$ cat config.mk
export PLATFORM = sky130hd
export DESIGN_NAME = motion_alarm_mode_controller_top
export DESIGN_NICKNAME = d
export VERILOG_FILES = /design/src/hw/rtl/mamc_pkg.sv /design/src/hw/rtl/motion_alarm_mode_controller_top.sv
export SDC_FILE = /design/constraint.sdc
export NUM_CORES = 2
export LEC_CHECK = 0
export ABC_AREA = 0
export CAP_MARGIN = 25
export CELL_PAD_IN_SITES_DETAIL_PLACEMENT = 0
export CELL_PAD_IN_SITES_GLOBAL_PLACEMENT = 2
export CORE_MARGIN = 2
export CORE_UTILIZATION = 30
export DETAILED_ROUTE_END_ITERATION = 7
export DONT_BUFFER_PORTS = 1
export PLACE_DENSITY_LB_ADDON = 0.1
export SETUP_SLACK_MARGIN = 0.5
export SLEW_MARGIN = 10
export SYNTH_ARGS = -nofsm -noshare
export SYNTH_HDL_FRONTEND = slang
export SYNTH_SLANG_ARGS = --single-unit
$ cat constraint.sdc
create_clock -name clock -period 12.9 [get_ports clock]
set_clock_uncertainty 0.05 [all_clocks]
set_input_delay 0.645 -clock clock [delete_from_list [all_inputs] [get_ports clock]]
set_output_delay 0.645 -clock clock [all_outputs]
set_load 0.05 [all_outputs]
$ cat src/hw/rtl/mamc_pkg.sv
// Shared codes, reset values and the step record for the motion alarm mode controller.
// Self-contained: no dependencies.
`default_nettype none

package mamc_pkg;

   // Alarm modes
   localparam logic [1:0] MODE_IDLE   = 2'd0;
   localparam logic [1:0] MODE_PANIC  = 2'd1;
   localparam logic [1:0] MODE_SILENT = 2'd2;
   localparam logic [1:0] MODE_PAUSED = 2'd3;

   // Item kinds on the request channel
   localparam logic [2:0] KIND_TICK   = 3'd0;
   localparam logic [2:0] KIND_CLICK  = 3'd1;
   localparam logic [2:0] KIND_HOLD   = 3'd2;
   localparam logic [2:0] KIND_ADD    = 3'd3;
   localparam logic [2:0] KIND_RESET  = 3'd4;
   localparam logic [2:0] KIND_TEST   = 3'd5;

   // Buzzer commands
   localparam logic [1:0] BUZZ_NONE  = 2'd0;
   localparam logic [1:0] BUZZ_START = 2'd1;
   localparam logic [1:0] BUZZ_STOP  = 2'd2;

   // LED commands
   localparam logic [2:0] LED_NONE      = 3'd0;
   localparam logic [2:0] LED_OFF       = 3'd1;
   localparam logic [2:0] LED_PANIC     = 3'd2;
   localparam logic [2:0] LED_COOL      = 3'd3;
   localparam logic [2:0] LED_BLINK     = 3'd4;
   localparam logic [2:0] LED_COUNTDOWN = 3'd5;

   // Configuration register indexes
   localparam logic [1:0] CSR_BUZZ_HOLD    = 2'd0;
   localparam logic [1:0] CSR_SILENCE_UNIT = 2'd1;
   localparam logic [1:0] CSR_IDLE_FLASH   = 2'd2;
   localparam logic [1:0] CSR_PANIC_COLOUR = 2'd3;

   localparam logic [31:0] BUZZ_HOLD_RESET    = 32'd5000;
   localparam logic [31:0] SILENCE_UNIT_RESET = 32'd60000;
   localparam logic [31:0] IDLE_FLASH_RESET   = 32'd5000;
   localparam logic [15:0] PANIC_COLOUR_RESET = 16'd500;

   localparam logic [7:0] COLOUR_FULL      = 8'd255;
   localparam logic [7:0] COLOUR_HEARTBEAT = 8'd64;
   localparam logic [7:0] COLOUR_COOL      = 8'd3;
   localparam logic [7:0] LEVEL_MAX        = 8'd255;

   localparam int DIV_STEPS = 32;

   // Working record of one step: state after the step plus the result flags
   typedef struct packed {
      logic [1:0]  mode;
      logic [31:0] last;
      logic [7:0]  level;
      logic [31:0] stime;
      logic        modechg;
      logic        silchg;
      logic [1:0]  buzz;
      logic [2:0]  led;
      logic [7:0]  red;
      logic [7:0]  green;
      logic [7:0]  blue;
      logic        cval;
   } step_type;

endpackage

`default_nettype wire

$ cat src/hw/rtl/motion_alarm_mode_controller_top.sv
// Motion alarm mode controller: mode sequencer with a shared serial divider.
// Depends on mamc_pkg.
`default_nettype none

// One item in, one item out. Clicks, holds, silence events, alarm tests and ticks in idle
// or paused mode pass through S_MUL, S_EVAL and S_DONE before the result is registered.
// Ticks that end in panic or silent mode with a nonzero divisor also divide through a
// 32-step restoring divider (one quotient bit per cycle) in S_DIV, then S_FIN. S_DONE
// holds the result while the output register is full and not taken. The block takes
// no new item while one is at work, but it does take one while the previous result still
// waits in the output register.
// Configuration writes are always taken (csr_ready is tied high) and belong to idle time.
module motion_alarm_mode_controller_top (
   input  wire logic        clock,
   input  wire logic        reset,
   input  wire logic        req_valid,
   output logic             req_ready,
   input  wire logic [2:0]  req_mode,
   input  wire logic [31:0] req_now_ms,
   input  wire logic        req_motion,
   input  wire logic        req_power,
   input  wire logic [7:0]  req_click_count,
   output logic             rsp_valid,
   input  wire logic        rsp_ready,
   output logic [1:0]       rsp_mode_now,
   output logic             rsp_mode_changed,
   output logic             rsp_silence_changed,
   output logic [7:0]       rsp_level_of_silence,
   output logic [1:0]       rsp_buzzer_cmd,
   output logic [2:0]       rsp_led_cmd,
   output logic [7:0]       rsp_led_red,
   output logic [7:0]       rsp_led_green,
   output logic [7:0]       rsp_led_blue,
   output logic             rsp_colour_valid,
   output logic [7:0]       rsp_countdown_level,
   input  wire logic        csr_valid,
   output logic             csr_ready,
   input  wire logic [1:0]  csr_index,
   input  wire logic [31:0] csr_data
);

   localparam int CNT_W = $clog2(mamc_pkg::DIV_STEPS);

   typedef enum logic [2:0] {S_IDLE, S_MUL, S_EVAL, S_DIV, S_FIN, S_DONE} state_type;

   state_type state_ff;

   // latched item
   logic [2:0]  kind_ff;
   logic [31:0] now_ff;
   logic        motion_ff;
   logic        power_ff;
   logic [7:0]  count_ff;

   // alarm state
   logic [1:0]  mode_ff;
   logic [31:0] last_ff;
   logic [7:0]  level_ff;
   logic [31:0] stime_ff;

   // configuration
   logic [31:0] buzz_hold_ff;
   logic [31:0] unit_ff;
   logic [31:0] flash_ff;
   logic [15:0] pcol_ff;

   logic [39:0] prod_ff;
   mamc_pkg::step_type res_ff;
   logic [7:0]  cdl_ff;
   mamc_pkg::step_type rsp_ff;
   logic [7:0]  rsp_cdl_ff;
   logic        rsp_valid_ff;

   // divider
   logic [31:0]      rem_ff;
   logic [31:0]      quo_ff;
   logic [CNT_W-1:0] cnt_ff;
   logic             div_panic_ff;

   function automatic mamc_pkg::step_type go_mode(input mamc_pkg::step_type s,
                                                  input logic [1:0] nxt,
                                                  input logic [31:0] now);
      mamc_pkg::step_type r;
      r = s;
      if (nxt != s.mode) begin
         if (s.mode == mamc_pkg::MODE_PANIC) begin
            r.buzz = mamc_pkg::BUZZ_STOP;
         end else if (s.mode == mamc_pkg::MODE_SILENT) begin
            r.stime  = '0;
            r.level  = '0;
            r.silchg = 1'b1;
         end
         if (nxt == mamc_pkg::MODE_PANIC) begin
            r.buzz = mamc_pkg::BUZZ_START;
            r.led  = mamc_pkg::LED_PANIC;
         end else if (nxt == mamc_pkg::MODE_SILENT) begin
            r.red   = '0;
            r.green = mamc_pkg::COLOUR_COOL;
            r.blue  = '0;
            r.cval  = 1'b1;
            r.led   = mamc_pkg::LED_COOL;
         end else begin
            r.led = mamc_pkg::LED_OFF;
         end
         r.mode    = nxt;
         r.last    = now;
         r.modechg = 1'b1;
      end
      return r;
   endfunction

   // ---------------- step evaluation ----------------
   logic [7:0]  level_inc;
   logic [7:0]  mul_a;
   logic [31:0] sat_prod;
   logic [31:0] delta1;
   logic [31:0] delta2;
   mamc_pkg::step_type st;
   logic        need_div;
   logic        div_panic;
   logic [31:0] div_dvd;
   logic [7:0]  cdl;

   assign level_inc = (level_ff == mamc_pkg::LEVEL_MAX) ? level_ff : level_ff + 8'd1;
   assign mul_a     = (kind_ff == mamc_pkg::KIND_CLICK) ? count_ff : level_inc;
   assign sat_prod  = (|prod_ff[39:32]) ? '1 : prod_ff[31:0];

   always_comb begin
      st         = '0;
      st.mode    = mode_ff;
      st.last    = last_ff;
      st.level   = level_ff;
      st.stime   = stime_ff;
      st.buzz    = mamc_pkg::BUZZ_NONE;
      st.led     = mamc_pkg::LED_NONE;
      need_div   = 1'b0;
      div_panic  = 1'b0;
      div_dvd    = '0;
      cdl        = '0;
      delta1     = '0;
      delta2     = '0;
      case (kind_ff)
         mamc_pkg::KIND_TICK: begin
            if (!power_ff) begin
               st = go_mode(st, mamc_pkg::MODE_PAUSED, now_ff);
            end else if (st.mode == mamc_pkg::MODE_PAUSED) begin
               st = go_mode(st, mamc_pkg::MODE_IDLE, now_ff);
            end
            delta1 = now_ff - st.last;
            case (st.mode)
               mamc_pkg::MODE_IDLE: begin
                  if (motion_ff) st = go_mode(st, mamc_pkg::MODE_PANIC, now_ff);
               end
               mamc_pkg::MODE_PANIC: begin
                  if (delta1 >= buzz_hold_ff && !motion_ff)
                     st = go_mode(st, mamc_pkg::MODE_IDLE, now_ff);
               end
               mamc_pkg::MODE_SILENT: begin
                  if (delta1 >= st.stime) st = go_mode(st, mamc_pkg::MODE_IDLE, now_ff);
               end
               default: ;
            endcase
            delta2 = now_ff - st.last;
            case (st.mode)
               mamc_pkg::MODE_IDLE: begin
                  if (delta2 >= flash_ff) begin
                     st.last  = now_ff;
                     st.red   = mamc_pkg::COLOUR_HEARTBEAT;
                     st.green = '0;
                     st.blue  = '0;
                     st.cval  = 1'b1;
                     st.led   = mamc_pkg::LED_BLINK;
                  end
               end
               mamc_pkg::MODE_PANIC: begin
                  if (pcol_ff == '0) begin
                     // zero period: quotient reads as all ones, so red
                     st.red   = mamc_pkg::COLOUR_FULL;
                     st.green = '0;
                     st.blue  = '0;
                     st.cval  = 1'b1;
                  end else begin
                     need_div  = 1'b1;
                     div_panic = 1'b1;
                     div_dvd   = delta2;
                  end
               end
               mamc_pkg::MODE_SILENT: begin
                  st.led = mamc_pkg::LED_COUNTDOWN;
                  if (unit_ff == '0) begin
                     cdl = mamc_pkg::LEVEL_MAX;
                  end else begin
                     need_div = 1'b1;
                     div_dvd  = st.stime - delta2 - 32'd1;
                  end
               end
               default: ;
            endcase
         end
         mamc_pkg::KIND_CLICK: begin
            if (st.mode != mamc_pkg::MODE_PAUSED && count_ff > st.level) begin
               st.stime  = sat_prod;
               st.level  = count_ff;
               st        = go_mode(st, mamc_pkg::MODE_SILENT, now_ff);
               st.silchg = 1'b1;
            end
         end
         mamc_pkg::KIND_HOLD: begin
            if (st.mode == mamc_pkg::MODE_SILENT) st = go_mode(st, mamc_pkg::MODE_IDLE, now_ff);
         end
         mamc_pkg::KIND_ADD: begin
            if (st.mode != mamc_pkg::MODE_PAUSED) begin
               // going to silent never clears, so the precomputed product still applies
               st        = go_mode(st, mamc_pkg::MODE_SILENT, now_ff);
               st.level  = level_inc;
               st.stime  = sat_prod;
               st.silchg = 1'b1;
            end
         end
         mamc_pkg::KIND_RESET: begin
            if (st.mode != mamc_pkg::MODE_PAUSED) st = go_mode(st, mamc_pkg::MODE_IDLE, now_ff);
         end
         mamc_pkg::KIND_TEST: begin
            st = go_mode(st, mamc_pkg::MODE_PANIC, now_ff);
         end
         default: ;
      endcase
   end

   // ---------------- shared restoring divider ----------------
   logic [31:0] divisor;
   logic [32:0] trial;
   logic [32:0] diff;
   logic        qbit;

   assign divisor = div_panic_ff ? {16'd0, pcol_ff} : unit_ff;
   assign trial   = {rem_ff, quo_ff[31]};
   assign diff    = trial - {1'b0, divisor};
   assign qbit    = (trial >= {1'b0, divisor});

   // ---------------- sequencer ----------------
   always_ff @(posedge clock) begin
      if (reset) begin
         state_ff     <= S_IDLE;
         mode_ff      <= mamc_pkg::MODE_IDLE;
         last_ff      <= '0;
         level_ff     <= '0;
         stime_ff     <= '0;
         buzz_hold_ff <= mamc_pkg::BUZZ_HOLD_RESET;
         unit_ff      <= mamc_pkg::SILENCE_UNIT_RESET;
         flash_ff     <= mamc_pkg::IDLE_FLASH_RESET;
         pcol_ff      <= mamc_pkg::PANIC_COLOUR_RESET;
         rsp_valid_ff <= 1'b0;
         cnt_ff       <= '0;
      end else begin
         if (csr_valid) begin
            unique case (csr_index)
               mamc_pkg::CSR_BUZZ_HOLD:    buzz_hold_ff <= csr_data;
               mamc_pkg::CSR_SILENCE_UNIT: unit_ff      <= csr_data;
               mamc_pkg::CSR_IDLE_FLASH:   flash_ff     <= csr_data;
               mamc_pkg::CSR_PANIC_COLOUR: pcol_ff      <= csr_data[15:0];
               default: ;
            endcase
         end

         // S_DONE reloads the output register itself
         if (rsp_valid_ff && rsp_ready && state_ff != S_DONE) rsp_valid_ff <= 1'b0;

         unique case (state_ff)
            S_IDLE: begin
               if (req_valid) begin
                  kind_ff   <= req_mode;
                  now_ff    <= req_now_ms;
                  motion_ff <= req_motion;
                  power_ff  <= req_power;
                  count_ff  <= req_click_count;
                  state_ff  <= S_MUL;
               end
            end
            S_MUL: begin
               prod_ff  <= {32'd0, mul_a} * {8'd0, unit_ff};
               state_ff <= S_EVAL;
            end
            S_EVAL: begin
               mode_ff  <= st.mode;
               last_ff  <= st.last;
               level_ff <= st.level;
               stime_ff <= st.stime;
               res_ff   <= st;
               cdl_ff   <= cdl;
               if (need_div) begin
                  quo_ff       <= div_dvd;
                  rem_ff       <= '0;
                  cnt_ff       <= '0;
                  div_panic_ff <= div_panic;
                  state_ff     <= S_DIV;
               end else begin
                  state_ff <= S_DONE;
               end
            end
            S_DIV: begin
               rem_ff <= qbit ? diff[31:0] : trial[31:0];
               quo_ff <= {quo_ff[30:0], qbit};
               cnt_ff <= cnt_ff + 1'b1;
               if (cnt_ff == CNT_W'(mamc_pkg::DIV_STEPS - 1)) state_ff <= S_FIN;
            end
            S_FIN: begin
               if (div_panic_ff) begin
                  // odd quotient: red, even: blue
                  res_ff.red   <= quo_ff[0] ? mamc_pkg::COLOUR_FULL : 8'd0;
                  res_ff.green <= '0;
                  res_ff.blue  <= quo_ff[0] ? 8'd0 : mamc_pkg::COLOUR_FULL;
                  res_ff.cval  <= 1'b1;
               end else begin
                  cdl_ff <= (quo_ff >= 32'(mamc_pkg::LEVEL_MAX)) ? mamc_pkg::LEVEL_MAX
                                                                : quo_ff[7:0] + 8'd1;
               end
               state_ff <= S_DONE;
            end
            S_DONE: begin
               if (!rsp_valid_ff || rsp_ready) begin
                  rsp_ff       <= res_ff;
                  rsp_cdl_ff   <= cdl_ff;
                  rsp_valid_ff <= 1'b1;
                  state_ff     <= S_IDLE;
               end
            end
            default: state_ff <= S_IDLE;
         endcase
      end
   end

   assign req_ready            = (state_ff == S_IDLE);
   assign csr_ready            = 1'b1;
   assign rsp_valid            = rsp_valid_ff;
   assign rsp_mode_now         = rsp_ff.mode;
   assign rsp_mode_changed     = rsp_ff.modechg;
   assign rsp_silence_changed  = rsp_ff.silchg;
   assign rsp_level_of_silence = rsp_ff.level;
   assign rsp_buzzer_cmd       = rsp_ff.buzz;
   assign rsp_led_cmd          = rsp_ff.led;
   assign rsp_led_red          = rsp_ff.red;
   assign rsp_led_green        = rsp_ff.green;
   assign rsp_led_blue         = rsp_ff.blue;
   assign rsp_colour_valid     = rsp_ff.cval;
   assign rsp_countdown_level  = rsp_cdl_ff;

   // ---------------- assertions ----------------
   // silence is only held in silent mode
   a_silence_only_silent: assert property (@(posedge clock) disable iff (reset)
      (mode_ff != mamc_pkg::MODE_SILENT) |-> (level_ff == '0 && stime_ff == '0))
      else $error("silence held outside silent mode");

   a_countdown_silent: assert property (@(posedge clock) disable iff (reset)
      (rsp_valid && rsp_countdown_level != '0) |-> (rsp_mode_now == mamc_pkg::MODE_SILENT))
      else $error("countdown level outside silent mode");

   a_start_in_panic: assert property (@(posedge clock) disable iff (reset)
      (rsp_valid && rsp_buzzer_cmd == mamc_pkg::BUZZ_START) |->
         (rsp_mode_now == mamc_pkg::MODE_PANIC && rsp_mode_changed))
      else $error("melody start without entering panic");

   a_buzz_needs_change: assert property (@(posedge clock) disable iff (reset)
      (rsp_valid && !rsp_mode_changed) |-> (rsp_buzzer_cmd == mamc_pkg::BUZZ_NONE))
      else $error("buzzer command without mode change");

endmodule

`default_nettype wire
* Word-level counts from Yosys, hierarchy flattened
Index checks and enable logic that the tools add are counted.
** Storage, ports and cells
- Logic and storage cells :: 212
- Memory bits (read-only) :: 0
- Latch bits :: 0
- Input bits :: 84
- Register bits after elaboration :: 445
- Memories :: 0
- Bits in writable memories :: 0
** Cells by class
- Shift-type cells :: 0
- Div/mod/pow operators :: 0
- Equal/unequal tests :: 43
- Reductions and logical operators :: 37
- Add/subtract/negate cells :: 8
- Muxes and demuxes :: 74
- Bitwise logic cells :: 1
- Multipliers :: 1
- Order comparisons :: 6
** Operator list (count)
- two-way mux 106 bit :: 13
- one-hot mux 106 bit (6 select lines) :: 1
- two-way mux 81 bit :: 7
- two-way mux 32 bit :: 10
- one-hot mux 106 bit (3 select lines) :: 1
- two-way mux 40 bit :: 5
- one-hot mux 32 bit (2 select lines) :: 3
- subtractor 32 bit :: 4
- one-hot mux 25 bit (2 select lines) :: 2
- greater-or-equal comparator 32 bit :: 3
- two-way mux 8 bit :: 9
- two-way mux 25 bit :: 2
- multiplier 8 x 32 -> 40 bit :: 1
- greater-or-equal comparator 33 x 32 -> 1 bit :: 1
- greater-or-equal comparator 32 x 8 -> 1 bit, second input constant :: 1
- zero test 32 bit :: 1
- subtractor 32 x 1 -> 32 bit, second input constant :: 1
- two-way mux 28 bit :: 1
- != test 2 bit, second input constant :: 14
- AND reduction 3 bit :: 7
- one-hot mux 3 bit (6 select lines) :: 1
- adder 8 x 1 -> 8 bit, second input constant :: 2
- zero test 16 bit :: 1
- one-hot mux 8 bit (2 select lines) :: 1
- 32 further kinds :: 78

* Longest topological paths before layout
- Word-level depth :: 21
- Gate-level depth with buffers :: 57
- Gate-level depth less buffers :: 54

* Worst setup path after synthesis
Ideal clock, no wire load.
- Kind :: reg2reg
- Start :: register mode_ff[0]
- End :: register quo_ff[31], data pin
- Path buffers :: 2
- Stages on the path, launching flop included :: 50
- Period minus slack after synthesis :: 10.672 ns
- Arrival :: 10.366 ns
- Data required time :: 12.594 ns
- Slack :: 2.228 ns
- Path through :: dfxtp_1 -> inv_1 -> ha_1 -> nand3b_1 -> o21ai_2 -> clkbuf_1 -> mux2i_1 -> ha_1 -> a21o_1 -> a21o_1 -> a21o_1 -> or3_1 -> a211oi_1 -> o31ai_1 -> a21oi_1 -> nor2b_1 -> o21a_1 -> o41ai_1 -> (+14 left out) -> o22a_1 -> a21oi_1 -> o21bai_1 -> xor2_1 -> inv_1 -> ha_1 -> a21oi_1 -> o21ai_0 -> a21o_1 -> a221o_1 -> a41o_1 -> maj3_2 -> a221oi_2 -> o21a_2 -> o21a_4 -> o211ai_2 -> a31oi_1 -> o21ai_1
** Between the ends
- Cells in the longest elaborated chain, start to end :: 19
- Elaborated cells between the ends (all ways) :: 40
** Ends and longest elaborated chain
- from (decl) :: RTL line motion_alarm_mode_controller_top.sv:56 : logic [1:0] mode_ff;
- from (signal assigned) :: RTL line motion_alarm_mode_controller_top.sv:245 : mode_ff <= mamc_pkg::MODE_IDLE;
- from (signal assigned) :: RTL line motion_alarm_mode_controller_top.sv:285 : mode_ff <= st.mode;
- nonzero test 2 bit or equality test 2 bit (tied branches) :: RTL line motion_alarm_mode_controller_top.sv:85, motion_alarm_mode_controller_top.sv:88
- two-way mux 81 bit or two-way mux 40 bit (tied branches)
- two-way mux 106 bit or two-way mux 40 bit (tied branches) :: RTL line motion_alarm_mode_controller_top.sv:146, motion_alarm_mode_controller_top.sv:86
- two-way mux 106 bit * :: RTL line motion_alarm_mode_controller_top.sv:144 : if (!power_ff) begin
- two-way mux 106 bit * :: RTL line motion_alarm_mode_controller_top.sv:142 : case (kind_ff)
- subtractor 32 bit or two-way mux 106 bit (tied branches) :: RTL line motion_alarm_mode_controller_top.sv:149, motion_alarm_mode_controller_top.sv:144
- greater-or-equal comparator 32 bit or two-way mux 106 bit (tied branches) :: RTL line motion_alarm_mode_controller_top.sv:155, motion_alarm_mode_controller_top.sv:142
- logical AND 1 bit or greater-or-equal comparator 32 bit (tied branches) :: RTL line motion_alarm_mode_controller_top.sv:155, motion_alarm_mode_controller_top.sv:159
- (+3 left out)
- subtractor 32 bit :: RTL line motion_alarm_mode_controller_top.sv:163 : delta2 = now_ff - st.last;
- subtractor 32 bit :: RTL line motion_alarm_mode_controller_top.sv:194 : div_dvd = st.stime - delta2 - 32'd1;
- subtractor 32 x 1 -> 32 bit :: RTL line motion_alarm_mode_controller_top.sv:194
- two-way mux 32 bit :: RTL line motion_alarm_mode_controller_top.sv:190 : if (unit_ff == '0) begin
- one-hot mux 32 bit (2 select lines) * :: RTL line motion_alarm_mode_controller_top.sv:164 : case (st.mode)
- two-way mux 32 bit * :: RTL line motion_alarm_mode_controller_top.sv:142
- two-way mux 32 bit * :: RTL line motion_alarm_mode_controller_top.sv:291 : if (need_div) begin
- one-hot mux 32 bit (2 select lines) * :: RTL line motion_alarm_mode_controller_top.sv:269 : unique case (state_ff)
- to (signal assigned) :: RTL line motion_alarm_mode_controller_top.sv:292 : quo_ff <= div_dvd;
- to (signal assigned) :: RTL line motion_alarm_mode_controller_top.sv:303 : quo_ff <= {quo_ff[30:0], qbit};
- to (decl) :: RTL line motion_alarm_mode_controller_top.sv:76 : logic [31:0] quo_ff;
Mark *: on every way between the ends. The rest lies on a longest branch, timed or not. The select of a mux whose other input is x is not followed.
A chain may end at the register's enable or synchronous reset.

* Final worst setup path
- Start :: register mode_ff[0]
- End :: register last_ff[1]
** Between the ends
- Cells in the longest elaborated chain, start to end :: 16
- Elaborated cells between the ends (all ways) :: 49
** Ends and longest elaborated chain
- nonzero test 2 bit or equality test 2 bit (tied branches) :: RTL line motion_alarm_mode_controller_top.sv:85, motion_alarm_mode_controller_top.sv:88, motion_alarm_mode_controller_top.sv:209
- two-way mux 81 bit or two-way mux 40 bit (tied branches) :: RTL line motion_alarm_mode_controller_top.sv:85, motion_alarm_mode_controller_top.sv:88
- two-way mux 106 bit or two-way mux 40 bit (tied branches) :: RTL line motion_alarm_mode_controller_top.sv:146, motion_alarm_mode_controller_top.sv:86
- two-way mux 106 bit or two-way mux 81 bit (tied branches) :: RTL line motion_alarm_mode_controller_top.sv:144, motion_alarm_mode_controller_top.sv:85
- two-way mux 106 bit (on tied branches) :: RTL line motion_alarm_mode_controller_top.sv:142, motion_alarm_mode_controller_top.sv:146
- subtractor 32 bit or two-way mux 106 bit (tied branches) :: RTL line motion_alarm_mode_controller_top.sv:149, motion_alarm_mode_controller_top.sv:144
- greater-or-equal comparator 32 bit or two-way mux 106 bit (tied branches) :: RTL line motion_alarm_mode_controller_top.sv:155, motion_alarm_mode_controller_top.sv:142
- logical AND 1 bit or greater-or-equal comparator 32 bit (tied branches) :: RTL line motion_alarm_mode_controller_top.sv:155, motion_alarm_mode_controller_top.sv:159
- two-way mux 106 bit (on tied branches) :: RTL line motion_alarm_mode_controller_top.sv:155, motion_alarm_mode_controller_top.sv:159
- one-hot mux 106 bit (3 select lines) :: RTL line motion_alarm_mode_controller_top.sv:150 : case (st.mode)
- two-way mux 106 bit :: RTL line motion_alarm_mode_controller_top.sv:142
- subtractor 32 bit :: RTL line motion_alarm_mode_controller_top.sv:163
- greater-or-equal comparator 32 bit :: RTL line motion_alarm_mode_controller_top.sv:166 : if (delta2 >= flash_ff) begin
- two-way mux 32 bit :: RTL line motion_alarm_mode_controller_top.sv:166
- two-way mux 32 bit :: RTL line motion_alarm_mode_controller_top.sv:164
- one-hot mux 106 bit (6 select lines) :: RTL line motion_alarm_mode_controller_top.sv:142
- to (signal assigned) :: RTL line motion_alarm_mode_controller_top.sv:286 : last_ff <= st.last;
- to (decl) :: RTL line motion_alarm_mode_controller_top.sv:57 : logic [31:0] last_ff;
Several ways; a longest one is shown, not always the timed one. The select of a mux whose other input is x is not followed.

==> results_dict.tcl <==
set metrics [dict create \
    status "complete, no violations" \
    grt.met3_usage_pct 2.24 \
    gp_congestion 0.870 \
    cp.required_ps 13430 \
    hold_path_depth 2 \
    syn_area_mm2 0.0343 \
    syn_inst 3967 \
    busiest_layer "met2" \
    h-tree-depth 2 \
    clk_pin_slew_ps 60 \
    yosys.cell_types.count 87 \
    cts_root_buffer "clkbuf_16" \
    drv_cap 0 \
    cts_tree "built" \
    start_util_pct 30.1 \
    arrival_ps 12200 \
    drv_slew 0 \
    firstDrtPassIters 5 \
    die_w_um 342 \
    drc 0 \
    yosysMostFrequentCell "nand2_1" \
    fin_nets 4502 \
    grt.overflow.total 0 \
    hold_class "in -> reg" \
    critPathMaxStageDelay_ps 430 \
    cp-endpoint "last_ff[1]$_SDFFE_PP0P_" \
    drive_above_1_share_pct 6.05 \
    yosys.area.top_type "edfxtp_1" \
    port_buffers 0 \
    hpwl_um 98300 \
    p_per_area_mw_per_mm2 125 \
    synth.top_cell.area_share_pct 18.4 \
    rsz0062_at_grt "false" \
    grt_pass1_wl_um 193000 \
    ys_warn_count 0 \
    syn_area_per_cell_um2 8.64 \
    crit_top_cell "ha_1" \
    grt_use_met2_pct 37.9 \
    synth_edf_count 210 \
    fin_setup_tns_ps 0 \
    path_depth 51 \
    numCtsBuffers 56 \
    fin_crit_ps 11670 \
    vias_per_cell 5.12 \
    core-area_mm2 0.114 \
    rr_endpoint "last_ff[1]$_SDFFE_PP0P_" \
    die-height_um 342 \
    use_met1_pct 29.5 \
    reg2reg_slack_ps 1230 \
    vias 28100 \
    cts.sinks 405 \
    final_hold_viol_count 0 \
    io_pins 137 \
    grt_pass1_vias 28400 \
    synth.area.top_cells "edfxtp_1 18%, dfxtp_1 11%, ha_1 11%" \
    worst-path-buf-inv 5 \
    power_leakage_nw 15.0 \
    antenna_found_initial 6 \
    wl_um 130000 \
    crit_type "reg -> reg" \
    ys_seq_area_share_pct 29.8 \
    drt-initial-drc-count 1619 \
    fin_util_pct 34.0 \
    setup_viol 0 \
    ant_nets 0 \
    synth_async_sr_flop_share_pct 0 \
    rows 124 \
    grt_use_total_pct 22.0 \
    fmax_ghz 0.0857 \
    tightest_slew_ps 1000 \
    reg2reg_from "mode_ff[0]$_SDFFE_PP0N_" \
    cp-startpoint "mode_ff[0]$_SDFFE_PP0N_" \
    cp-end-kind "flip-flop" \
    slowest_stage "dfxtp_1" \
    grt_max_degree 203 \
    crit_path_start_kind "flip-flop" \
    synth-seq-cells 405 \
    ir_drop_mv 0.0943 \
    clk-insertion-delay-late_ps 680 \
    cpLargestDelayFamily "compound AO/OA/AOI/OAI gates" \
    area_delta_synth_final_pct 12.9 \
    fin_crit_sh_pct 90.4 \
    synth_common_cells "567 x nand2_1, 347 x a21oi_1, 307 x inv_1" \
    rr_worst_depth 51 \
    synth-main-ff-cell "edfxtp_1" \
    routedWlPerCell_um 23.7 \
    crit_fanout 31 \
    cts_buffer_depth 3 \
    dieArea_mm2 0.117 \
    max_slew_margin_pct 33.3 \
]
sequential cells by signal, indices dropped and copies added (netlist names), 3 cells and up:
register	cells
cdl_ff	8
now_ff	32
rem_ff	32
pcol_ff	16
last_ff	32
stime_ff	32
rsp_level_of_silence	8
rsp_countdown_level	8
unit_ff	32
quo_ff	32
rsp_led_cmd	3
kind_ff	3
level_ff	8
count_ff	8
res_ff	22
flash_ff	32
prod_ff	40
cnt_ff	5
state_ff	3
buzz_hold_ff	32
repair_timing:
action | 4_1_cts | 5_1_grt
setup endpoints to repair | 32 | 50
cloned | 0 | 1
setup buffers | 0 | 7
pin swaps | 0 | 7
gates resized for setup | 3 | 29
hold buffers | 57 | 0
hold endpoints to repair | 59 | 0
through the flow:
stage / hold slack (ps) / std cells / area (µm²) / worst slack, ps / total power, mW
final: 53.4 / 5496 / 38700 / 1230 / 4.85
after detailed placement: 355 / 5322 / 35800 / 464 / 3.11
after global placement: 354 / 5321 / 35800 / 593 / 3.13
after floorplan: 350 / 3972 / 34300 / 2230 / 2.60
after global routing: 8.50 / 5494 / 38700 / 492 / 5.14
after CTS: 0.588 / 5485 / 38500 / 532 / 4.87
final cells by class:
class	count	area [µm²]
timing repair buffer	125	1160
antenna	2	5.00
clock inverter	30	410
tap	1512	1890
clock buffer	76	1620
sequential	405	10200
inverter	307	1150
fill	12100	75200
multi-input combinational	3039	22200
power breakdown:
part	total [mW]	switching [mW]	internal, mW
Clock	1.71	0.685	1.03
Sequential	1.49	0.0651	1.42
Combinational	1.65	1.02	0.627
Total	4.85	1.77	3.08
routing by layer:
| metal | up-vias | wire length, µm |
|---|---|---|
| met4 | 6 | 3190 |
| met1 | 13800 | 60500 |
| met2 | 451 | 62500 |
| met3 | 135 | 3960 |
| met5 | - | 35 |
| li1 | 13700 | - |
how the worst min path moves through the flow:
stage / start / endpoint
2_1_floorplan: res_ff[28]$_SDFFCE_PN0P_ / rsp_buzzer_cmd[0]$_DFFE_PP_
3_3_place_gp: res_ff[7]$_SDFFCE_PN0P_ / rsp_led_blue[6]$_DFFE_PP_
3_5_place_dp: cdl_ff[3]$_DFFE_PP_ / rsp_countdown_level[3]$_DFFE_PP_
4_1_cts: csr_data[4] / pcol_ff[4]$_SDFFE_PP1P_
5_1_grt: reset / last_ff[29]$_SDFFE_PP0P_
6_report: csr_data[22] / buzz_hold_ff[22]$_SDFFE_PP0P_
cell usage in the layout (no fill, tap or decap), types with 41 or more instances in the layout:
cell type      Yosys  layout
nand2_1          567     565
a21o_1           114     114
and3_1            56      55
xor2_1            43      41
ha_1             300     300
buf_4             25      59
inv_1            307     307
a22oi_1           58      58
clkbuf_16          0      61
edfxtp_1         210     210
fa_1             184     184
o21ai_0          194     191
nor2b_1           90      89
dlygate4sd3_1      0      57
nor3_1            45      42
nand3_1           41      41
xnor2_1           99      95
nand2b_1          65      65
nor2_1           263     256
dfxtp_1          195     195
and2_1            65      65
mux2i_1           78      78
a21oi_1          347     338
cells by family after synthesis:
logic type | after synthesis | share of synthesized area, %
buffers and inverters | 528 | 6.15
adder cells (fa/ha/maj) | 486 | 21.8
multiplexers | 84 | 2.48
flip-flops | 405 | 29.8
XOR/XNOR | 142 | 3.63
other | 2 | 0.0219
AO/OA/AOI/OAI | 994 | 18.1
AND/OR/NAND/NOR | 1326 | 18.1
Note: power is estimated with default switching activity, not from simulation.
